File: src/gfvma_pkg.sv
// Shared types, constants and GF(2^8) helpers for the vector multiply-add block.
`default_nettype none

package gfvma_pkg;

  // Lane geometry: eight byte lanes in a 64-bit word, LANES of them active
  localparam int unsigned WordLanes = 8;
  localparam int unsigned LANES     = 8;
  localparam int unsigned ByteW     = 8;
  localparam int unsigned WordW     = WordLanes * ByteW;
  localparam int unsigned CountW    = 4;
  localparam int unsigned HalfBits  = ByteW / 2;

  // Reduction polynomial x^8 + x^4 + x^3 + x^2 + 1, low eight bits
  localparam logic [ByteW-1:0] GfPolyLow = 8'h1D;

  // Operation kinds
  localparam logic KindMulAdd = 1'b0;
  localparam logic KindScale  = 1'b1;

  typedef struct packed {
    logic              kind;
    logic [WordW-1:0]  dest_word;
    logic [WordW-1:0]  src_word;
    logic [CountW-1:0] byte_count;
    logic              last_word;
  } in_item_t;

  typedef struct packed {
    logic [WordW-1:0] result_word;
    logic             result_last;
  } out_item_t;

  // Coefficient times x^i, for i = 0..7
  typedef logic [ByteW-1:0][ByteW-1:0] coef_pow_t;

  // Multiply by x modulo the reduction polynomial
  function automatic logic [ByteW-1:0] gf_xtime(input logic [ByteW-1:0] a);
    logic [ByteW-1:0] sh;
    sh = {a[ByteW-2:0], 1'b0};
    return a[ByteW-1] ? (sh ^ GfPolyLow) : sh;
  endfunction

endpackage

`default_nettype wire

File: src/gf256_vector_multiply_add.sv
// Top level: three-stage pipelined GF(2^8) multiply-add / scale over eight byte lanes.
//
//   channel | direction | handshake                  | payload
//   --------+-----------+----------------------------+---------------------------
//   in      | input     | in_valid_i / in_stall_o    | in_data_i  (in_item_t)
//   out     | output    | out_valid_o / out_stall_i  | out_data_o (out_item_t)
//   cfg     | input     | cfg_we_i, no handshake     | cfg_data_i (coefficient)
//
// One transaction is accepted per cycle while in_stall_o is low; each result passes
// through the three register stages (operand select, low multiplier nibble, high
// multiplier nibble with add and output register) before it is offered on the output.
// Reset clears all stage valid bits and the coefficient (to zero).
// A stall holds only the stages that are full behind it; bubbles still collapse.
`default_nettype none

module gf256_vector_multiply_add (
  input  wire logic                  clk_i,
  input  wire logic                  rst_ni,
  input  wire logic                  in_valid_i,
  output logic                       in_stall_o,
  input  wire gfvma_pkg::in_item_t   in_data_i,
  output logic                       out_valid_o,
  input  wire logic                  out_stall_i,
  output gfvma_pkg::out_item_t       out_data_o,
  input  wire logic                  cfg_we_i,
  input  wire logic [7:0]            cfg_data_i
);

  import gfvma_pkg::*;

  // Coefficient powers, refreshed on each configuration write
  coef_pow_t pow_q, pow_d;

  // Stage 1: masked multiplier operand and addend
  logic             s1_valid_q;
  logic [WordW-1:0] s1_oper_q, s1_oper_d;
  logic [WordW-1:0] s1_add_q, s1_add_d;
  logic             s1_last_q;

  // Stage 2: partial product over the low multiplier nibble
  logic             s2_valid_q;
  logic [WordW-1:0] s2_acc_q, s2_acc_d;
  logic [WordW-1:0] s2_oper_q;
  logic [WordW-1:0] s2_add_q;
  logic             s2_last_q;

  // Stage 3: output register
  logic             s3_valid_q;
  out_item_t        s3_data_q, s3_data_d;

  logic s1_en, s2_en, s3_en;

  // Advance each stage when it is empty or the one after it moves
  assign s3_en      = !s3_valid_q || !out_stall_i;
  assign s2_en      = !s2_valid_q || s3_en;
  assign s1_en      = !s1_valid_q || s2_en;
  assign in_stall_o = !s1_en;

  // Build the table of coefficient times x^i
  always_comb begin
    pow_d[0] = cfg_data_i;
    for (int i = 1; i < ByteW; i++) begin
      pow_d[i] = gf_xtime(pow_d[i-1]);
    end
  end

  always_ff @(posedge clk_i or negedge rst_ni) begin
    if (!rst_ni) begin
      pow_q <= '0;
    end else if (cfg_we_i) begin
      pow_q <= pow_d;
    end
  end

  // Pick the operand per kind and zero lanes beyond the valid count
  always_comb begin
    for (int l = 0; l < WordLanes; l++) begin
      if ((l < LANES) && (CountW'(l) < in_data_i.byte_count)) begin
        if (in_data_i.kind == KindScale) begin
          s1_oper_d[l*ByteW +: ByteW] = in_data_i.dest_word[l*ByteW +: ByteW];
          s1_add_d[l*ByteW +: ByteW]  = '0;
        end else begin
          s1_oper_d[l*ByteW +: ByteW] = in_data_i.src_word[l*ByteW +: ByteW];
          s1_add_d[l*ByteW +: ByteW]  = in_data_i.dest_word[l*ByteW +: ByteW];
        end
      end else begin
        s1_oper_d[l*ByteW +: ByteW] = '0;
        s1_add_d[l*ByteW +: ByteW]  = '0;
      end
    end
  end

  // Accumulate the low multiplier nibble per lane
  always_comb begin
    for (int l = 0; l < WordLanes; l++) begin
      s2_acc_d[l*ByteW +: ByteW] = '0;
      for (int i = 0; i < HalfBits; i++) begin
        if (s1_oper_q[l*ByteW + i]) begin
          s2_acc_d[l*ByteW +: ByteW] = s2_acc_d[l*ByteW +: ByteW] ^ pow_q[i];
        end
      end
    end
  end

  // Finish with the high nibble and fold in the addend
  always_comb begin
    for (int l = 0; l < WordLanes; l++) begin
      s3_data_d.result_word[l*ByteW +: ByteW] =
        s2_acc_q[l*ByteW +: ByteW] ^ s2_add_q[l*ByteW +: ByteW];
      for (int i = HalfBits; i < ByteW; i++) begin
        if (s2_oper_q[l*ByteW + i]) begin
          s3_data_d.result_word[l*ByteW +: ByteW] =
            s3_data_d.result_word[l*ByteW +: ByteW] ^ pow_q[i];
        end
      end
    end
    s3_data_d.result_last = s2_last_q;
  end

  // Valid bits
  always_ff @(posedge clk_i or negedge rst_ni) begin
    if (!rst_ni) begin
      s1_valid_q <= 1'b0;
      s2_valid_q <= 1'b0;
      s3_valid_q <= 1'b0;
    end else begin
      if (s1_en) begin
        s1_valid_q <= in_valid_i;
      end
      if (s2_en) begin
        s2_valid_q <= s1_valid_q;
      end
      if (s3_en) begin
        s3_valid_q <= s2_valid_q;
      end
    end
  end

  // Payload registers, held while a stage is stalled
  always_ff @(posedge clk_i) begin
    if (s1_en) begin
      s1_oper_q <= s1_oper_d;
      s1_add_q  <= s1_add_d;
      s1_last_q <= in_data_i.last_word;
    end
    if (s2_en) begin
      s2_acc_q  <= s2_acc_d;
      s2_oper_q <= s1_oper_q;
      s2_add_q  <= s1_add_q;
      s2_last_q <= s1_last_q;
    end
    if (s3_en) begin
      s3_data_q <= s3_data_d;
    end
  end

  assign out_valid_o = s3_valid_q;
  assign out_data_o  = s3_data_q;

endmodule

`default_nettype wire
File: config.mk
export PLATFORM = sky130hd
export DESIGN_NAME = gf256_vector_multiply_add
export DESIGN_NICKNAME = d
export VERILOG_FILES = /design/src/gfvma_pkg.sv /design/src/gf256_vector_multiply_add.sv
export SDC_FILE = /design/constraint.sdc
export NUM_CORES = 1
export LEC_CHECK = 0
export ABC_AREA = 1
export BUFFER_PORTS_ARGS = -buffer_cell sky130_fd_sc_hd__buf_4
export CORE_AREA = 4 4 249 251
export CTS_CLUSTER_DIAMETER = 60
export DETAILED_ROUTE_END_ITERATION = 12
export DIE_AREA = 0 0 253 255
export PLACE_DENSITY = 0.59
export SETUP_SLACK_MARGIN = 0.3
export SLEW_MARGIN = 25
export SYNTH_ARGS = -nofsm -noshare
export SYNTH_HDL_FRONTEND = slang
export SYNTH_SLANG_ARGS = --single-unit
File: constraint.sdc
create_clock -name clk_i -period 15.23 [get_ports clk_i]
set_input_delay 3.046 -clock clk_i [delete_from_list [all_inputs] [get_ports clk_i]]
set_output_delay 3.046 -clock clk_i [all_outputs]
set_load 0.02 [all_outputs]
==> metrics.log, run 1 <==
[metrics] kind of cell with the highest combined delay on the critical path: buffers and inverters
[metrics] required time of the critical path: 12.18 ns
[metrics] DR vias/cell: 4.61
[metrics] top cell type's share of synthesized area: 51.5%
[metrics] total half-perimeter wirelength after legalization and detailed placement: 37200 um
[metrics] Async SR Flop Fraction: 8.27%
[metrics] actual slew at the worst max-slew pin: 1.02 ns
[metrics] post-CTS clock slew at the launch and capture registers of the worst setup and hold paths: 0.06 ns
[metrics] post-layout util: 40.2%
[metrics] CP Capture Type: output port
[metrics] cell area after technology mapping: 20700 um2
[metrics] average cell area after synthesis: 10.0 um2
[metrics] top cell type by total area after synthesis: edfxtp_1
[metrics] count of yosys warnings during synthesis: 0
[metrics] effective utilization at floorplan: 34.6%
[metrics] number of nets produced by synthesis: 2215
[metrics] Worst path slowest cell: inv_6
[metrics] sum of buffers and inverters on the critical path: 3
[metrics] proportion of synthesized chip area in sequential cells: 55.4%
[metrics] total iterations of the first detailed-routing run: 5
[metrics] clock root buffer: clkbuf_16
[metrics] Relative slew margins: 31.8%
[metrics] result of the run: finished, final reports clean
[metrics] count of state elements after synthesis: 387
[metrics] cells resized by post-CTS repair: 0
[metrics] Mapped Cells: 2068
[metrics] number of antenna violations at the first check in global routing: 3
[metrics] number of max-cap violations: 0
[metrics] width of the chip: 253 um
[metrics] highest fanout seen on the critical path: 84
[metrics] Max Freq: 0.126 GHz
[metrics] number of nets in the layout: 2331
[metrics] routed via count: 13800
[metrics] Antenna Violating Nets Remaining: 0
[metrics] Post-CTS Setup Repair Bufs: 0
[metrics] number of levels the H-tree was split into: 2
[metrics] All-Layer GR Usage: 16.8%
[metrics] number of max-slew violations in the final report: 0
[metrics] number of hold-repair buffers added at the cts stage: 0
[metrics] leakage component of the power: 9.54 nW
[metrics] final hold vios: 0
[metrics] delay of the slowest cell on the worst path: 0.54 ns
[metrics] dominant synthesized flop cell: edfxtp_1
[metrics] library cell with the highest instance count after synthesis: nand2_1
[metrics] CP cell instances: buf_4 -> nand2_8 -> nor2_1 -> inv_6 -> nor2_1 -> buf_4
[metrics] Critical Setup Path Class: primary input to output port
[metrics] via count of the first global-routing pass: 14100
[metrics] Setup TNS: 0 ns
[metrics] Placeable Area: 59900 um2
[metrics] maximum number of pins on one net before global-route repair: 85
[metrics] average detailed-routed wire length per instance: 18.3 um
[metrics] Vert. Die Dim: 255 um
[metrics] sum of routed wire length over all layers: 54800 um
[metrics] clock net sink count: 387
[metrics] row count: 90
[metrics] number of design-rule violations left by the first detailed-router iteration: 1093
[metrics] number of clock buffers inserted by TritonCTS: 42
[metrics] clock latency reported for the late side of the worst-skew pair: 0.57 ns
[metrics] share of the clock period used by the worst path after layout: 52.0%
[metrics] number of flops mapped to enable cells by yosys: 355
[metrics] DRC violations left: 0
[metrics] full die area: 64500 um2
[metrics] largest voltage drop on the vdd net: 0.0702 mV
[metrics] wire length of the first global-routing pass: 82100 um
[metrics] final global-route overflow total: 0
[metrics] worst hold-check path type: flop to flop
[metrics] number of port buffers: 213
[metrics] pwr dens: 153 nW/um2
[metrics] clock tree from TritonCTS: yes
[metrics] list of most frequent post-synthesis cells: nand2_1, edfxtp_1, xnor2_1
[metrics] Final Skew: 0.0160 ns
[metrics] Arr. time, crit path: 4.87 ns
[metrics] setup repair after global routing missed its margin: no
[metrics] post-synthesis cell type count: 30
[metrics] Final min period: 7.92 ns
[metrics] Max Buffers Root-to-Sink: 3
[metrics] relative area change from synthesis to final layout: 16.3%
[metrics] routability-driven placement congestion ratio: 0.800
[metrics] startpoint type of the worst setup path: primary input
[metrics] share of final-layout standard cells stronger than drive strength 1: 13.9%
[metrics] worst hold margin: 0.405 ns
[metrics] io pins: 214
[metrics] ranking of synthesized cells by area: edfxtp_1, nand2_1, xnor2_1, xor2_1, dfrtp_1
[metrics] Setup-failing EPs final: 0
-- cells in the final DEF, fill, tap and decap left out, types with 2 or more instances in the layout --
master      netlist  layout
nand2_1         694     693
diode_2           0       2
xor2_1          258     258
inv_4             0       3
bufinv_16         0       2
o21ai_0          63      63
a211oi_1          2       2
nand2_2           3       3
clkbuf_16         0      46
clkbuf_1         74       9
dfrtp_2           0       5
clkinv_1          0       5
nand3_1          15      15
xnor2_1         261     261
inv_1           114     110
buf_4            12     223
edfxtp_1        355     355
a21oi_1          30      30
clkinvlp_4        0       2
nor2_1           74      74
inv_2             4       6
clkinv_2          0       5
dfrtp_1          32      27
inv_6             0       3
-- layout make-up --
cell class,count,area [um2]
Inverter,118,450
Sequential cell,387,11500
Multi-Input combinational cell,1411,8110
Fill cell,5786,35800
Clock buffer,56,1200
Antenna cell,2,5.00
Timing Repair Buffer,224,1690
Tap cell,782,978
Clock inverter,20,169
-- registers in the layout, indices dropped and copies added (netlist names) --
signal       cells
s2_last_q        1
s1_add_q        64
s2_valid_q       1
s1_last_q        1
out_data_o      65
s1_oper_q       64
s1_valid_q       1
s2_add_q        64
pow_q           29
s2_oper_q       32
s2_acc_q        64
out_valid_o      1
-- layer usage --
metal / up-vias / global-route usage (%) / part of all wire (%)
li1: 6713 / - / -
met4: 2 / 6.32 / 3.5
met5: - / 0 / 0.024
met3: 111 / 3.04 / 5.7
met2: 383 / 28.5 / 47
met1: 6613 / 21.5 / 43
-- logic make-up (layout without fill, tap and decap cells) --
family	count (synthesis)	after routing	share of synthesized area [%]
other cells	0	2	0
simple gates	790	790	14.5
xor+xnor	519	519	22.0
compound gates	102	102	2.61
buf+inv	270	418	5.52
flops	387	387	55.4
-- per-stage QoR --
step	power, mW	setup slack (ns)	std cells	instance area, um2
3_5_place_dp	2.71	6.83	2922	22700
2_1_floorplan	2.33	3.49	2068	20700
3_3_place_gp	2.69	6.89	2922	22700
5_1_grt	3.87	7.10	2998	24100
4_1_cts	3.74	6.83	2998	24100
6_report	3.69	7.31	3000	24100
-- where the power goes --
part           switching, mW  total [mW]  internal (mW)
registers              0.217        1.70           1.48
clock network          0.423        1.01          0.591
logic                  0.548       0.976          0.428
total                   1.19        3.69           2.50
-- path summary, 6_finish.rpt --
kind | startpoint | end | slack [ns] | cells past startpoint
min in group asynchronous | rst_ni | s2_valid_q | 2.42 | 1
worst max register to register | out_valid_o | s1_add_q[11] | 11.39 | 6
max in group asynchronous | rst_ni | pow_q[20] | 12.48 | 1
worst min register to register | s1_add_q[23] | s2_add_q[23] | 0.41 | 0
worst max-delay path | out_stall_i | in_stall_o | 7.31 | 6
worst min-delay path | s1_add_q[23] | s2_add_q[23] | 0.41 | 0
Note: power is estimated with default switching activity, not from simulation.
==> run 2, diff against run 1 <==
- ABC_AREA: 1 -> 0
- CORE_AREA: 4 4 249 251 -> 4 4 247 249
- DIE_AREA: 0 0 253 255 -> 0 0 251 253
- PLACE_DENSITY: 0.59 -> 0.61
- clock period: 15.23 -> 6.3 ns (I/O delays scaled with it)
==> metrics.log, run 2 <==
[metrics] Placeable Area: 58700 um2
[metrics] Overall Power: 9.80 mW
[metrics] number of design-rule violations left by the first detailed-router iteration: 822
[metrics] hold path depth: 0
[metrics] via count of the first global-routing pass: 13200
[metrics] DR vias/cell: 4.62
[metrics] routability-driven placement congestion ratio: 0.807
[metrics] total half-perimeter wirelength after legalization and detailed placement: 36400 um
[metrics] dominant combinational cell family by area after synthesis: XOR/XNOR gates
[metrics] post-synthesis cell type count: 30
[metrics] count of yosys warnings during synthesis: 0
[metrics] number of nets in the layout: 2114
[metrics] row count: 89
[metrics] share of the clock period used by the worst path after layout: 52.6%
[metrics] worst hold path endpoint: s2_add_q[55]
[metrics] number of antenna violations at the first check in global routing: 2
[metrics] average cell area after synthesis: 11.1 um2
[metrics] flip-flop count of the largest register after layout: 65
[metrics] top cell type's share of synthesized area: 52.0%
[metrics] Post-CTS Setup Repair Bufs: 0
[metrics] share of final-layout standard cells stronger than drive strength 1: 16.4%
[metrics] Critical Setup Path Class: primary input to output port
[metrics] final hold vios: 0
[metrics] Vert. Die Dim: 253 um
[metrics] All-Layer GR Usage: 16.4%
[metrics] setup repair after global routing missed its margin: no
[metrics] simple logic cell fraction of the synthesized area: 13.3%
[metrics] count of state elements after synthesis: 387
[metrics] relative area change from synthesis to final layout: 17.1%
[metrics] wire length of the first global-routing pass: 79200 um
[metrics] clock net sink count: 387
[metrics] number of levels the H-tree was split into: 2
[metrics] Max Buffers Root-to-Sink: 3
[metrics] startpoint type of the worst setup path: primary input
[metrics] setup slack on the worst flop-to-flop path: 3.89 ns
[metrics] Arr. time, crit path: 2.06 ns
[metrics] clock latency reported for the late side of the worst-skew pair: 0.56 ns
[metrics] list of most frequent post-synthesis cells: nand2_1, xnor2_1, edfxtp_1
[metrics] highest fanout seen on the critical path: 3
[metrics] number of hold-repair buffers added at the cts stage: 0
[metrics] final global-route overflow total: 0
[metrics] Crit path top cell by count: buf_4
[metrics] layout filler cell count: 5482
[metrics] average detailed-routed wire length per instance: 19.1 um
[metrics] total iterations of the first detailed-routing run: 5
[metrics] Final Skew: 0.0121 ns
[metrics] Antenna Violating Nets Remaining: 0
[metrics] cell area after technology mapping: 20500 um2
[metrics] area of the multi-input gates: 8450 um2
[metrics] FF-to-FF path depth: 3
[metrics] leakage component of the power: 9.18 nW
[metrics] Max Freq: 0.302 GHz
[metrics] most used cells in the layout excluding fill and tap cells: nand2_1, xnor2_1, edfxtp_1
[metrics] complex-gate fraction of the synthesized area: 0.446%
[metrics] pwr dens: 409 nW/um2
[metrics] effective utilization at floorplan: 34.9%
[metrics] io pins: 214
[metrics] clock root buffer: clkbuf_16
[metrics] top cell type by total area after synthesis: edfxtp_1
[metrics] number of max-cap violations: 0
[metrics] reg-to-reg critical path startpoint: out_valid_o
[metrics] beginning of the worst hold path: s1_add_q[55]
[metrics] cells resized by post-CTS repair: 0
[metrics] antenna cells: 0
[metrics] mux share of post-synthesis cell area: 4.17%
[metrics] worst hold-check path type: flop to flop
[metrics] Mapped Cells: 1837
[metrics] XOR/XNOR share of the synthesized area: 23.2%
[metrics] Worst path slowest cell: inv_1
[metrics] CP Capture Type: output port
[metrics] number of clock buffers inserted by TritonCTS: 44
[metrics] Async SR Flop Fraction: 8.27%
[metrics] Final min period: 3.32 ns
[metrics] number of max-slew violations in the final report: 0
[metrics] clock tree from TritonCTS: yes
[metrics] post-CTS clock slew at the launch and capture registers of the worst setup and hold paths: 0.06 ns
[metrics] actual slew at the worst max-slew pin: 1.03 ns
[metrics] result of the run: finished, final reports clean
[metrics] Relative slew margins: 31.1%
[metrics] reg-to-reg endpoint: s1_oper_q[40]
[metrics] library cell with the highest instance count after synthesis: nand2_1
[metrics] commonest non-fill, non-tap cell in the layout: nand2_1
[metrics] number of nets produced by synthesis: 1984
[metrics] dominant synthesized flop cell: edfxtp_1
[metrics] sum of routed wire length over all layers: 53200 um
[metrics] routed via count: 12800
[metrics] post-layout util: 40.9%
[metrics] adder and majority cell fraction of the synthesized area: 0%
[metrics] maximum number of pins on one net before global-route repair: 83
[metrics] DRC violations left: 0
[metrics] proportion of synthesized chip area in sequential cells: 56.0%
[metrics] Setup-failing EPs final: 0
[metrics] full die area: 63500 um2
[metrics] ranking of synthesized cells by area: edfxtp_1, xnor2_1, nand2_1, xor2_1, dfrtp_1
[metrics] largest voltage drop on the vdd net: 0.185 mV
[metrics] worst hold margin: 0.410 ns
[metrics] number of port buffers: 213
[metrics] width of the chip: 251 um
[metrics] required time of the critical path: 5.04 ns
[metrics] delay of the slowest cell on the worst path: 0.30 ns
[metrics] number of flops mapped to enable cells by yosys: 355
[metrics] CP cell instances: buf_4 -> nand4_1 -> inv_1 -> buf_4
[metrics] sequential cell area: 11500 um2
==> run 2: metal layers <==
layer | up-vias | wire length [um] | track usage [%] | part of all wire [%]
li1 | 6162 | - | - | -
met1 | 6178 | 23300 | 21.7 | 44
met2 | 371 | 24900 | 27.0 | 47
met3 | 112 | 3010 | 3.18 | 5.7
met4 | 0 | 1900 | 6.04 | 3.6
met5 | - | 0 | 0 | 0
==> run 2: final cells by class <==
type                    instances  share of cell area (%)
flip-flops and latches        387                    47.8
repair buffers                229                    7.18
clock inverters                31                   0.986
clock buffers                  51                    4.79
multi-input cells            1304                    35.2
inverters                       1                  0.0156
well taps                     773                    4.03
==> run 2: worst max-delay path, delay by kind of cell <==
| family | cells | cell delay (ns) |
|---|---|---|
| buffers and inverters | 3 | 0.64 |
| AND/OR/NAND/NOR | 1 | 0.14 |
==> run 2: stage by stage <==
stage / instance area (um2) / setup WS, ns / TNS (ns) / cells
finish: 24000 / 2.98 / 0 / 2776
global route: 24000 / 2.98 / 0 / 2776
CTS: 24000 / 3.07 / 0 / 2776
detailed placement: 22600 / 2.82 / 0 / 2694
global placement: 22600 / 2.84 / 0 / 2694
floorplan: 20500 / -1.13 / -75.54 / 1837
==> run 2: report_power, final <==
group          internal (mW)  total, mW  switching, mW  leakage (nW)
Clock                   1.40       2.44           1.04         0.664
Combinational           1.50       3.14           1.64          4.40
Sequential              3.67       4.23          0.562          4.12
Total                   6.56       9.80           3.24          9.18
==> run 2: kinds of logic (layout without fill, tap and decap cells) <==
group,count (synthesis),in the layout
AND/OR/NAND/NOR,668,668
XOR/XNOR,539,539
flip-flops,387,387
buffers and inverters,146,312
multiplexers,83,83
AO/OA/AOI/OAI,14,14
==> run 2: worst max path at each step <==
stage          depth (start not counted)         from             to  slack (ns)
5_1_grt                                4  out_stall_i     in_stall_o        2.98
4_1_cts                                4  out_stall_i     in_stall_o        3.07
3_3_place_gp                           4  out_stall_i  s1_oper_q[46]        2.84
2_1_floorplan                          2  out_stall_i     in_stall_o       -1.13
3_5_place_dp                           4  out_stall_i  s1_oper_q[40]        2.82
6_report                               4  out_stall_i     in_stall_o        2.98
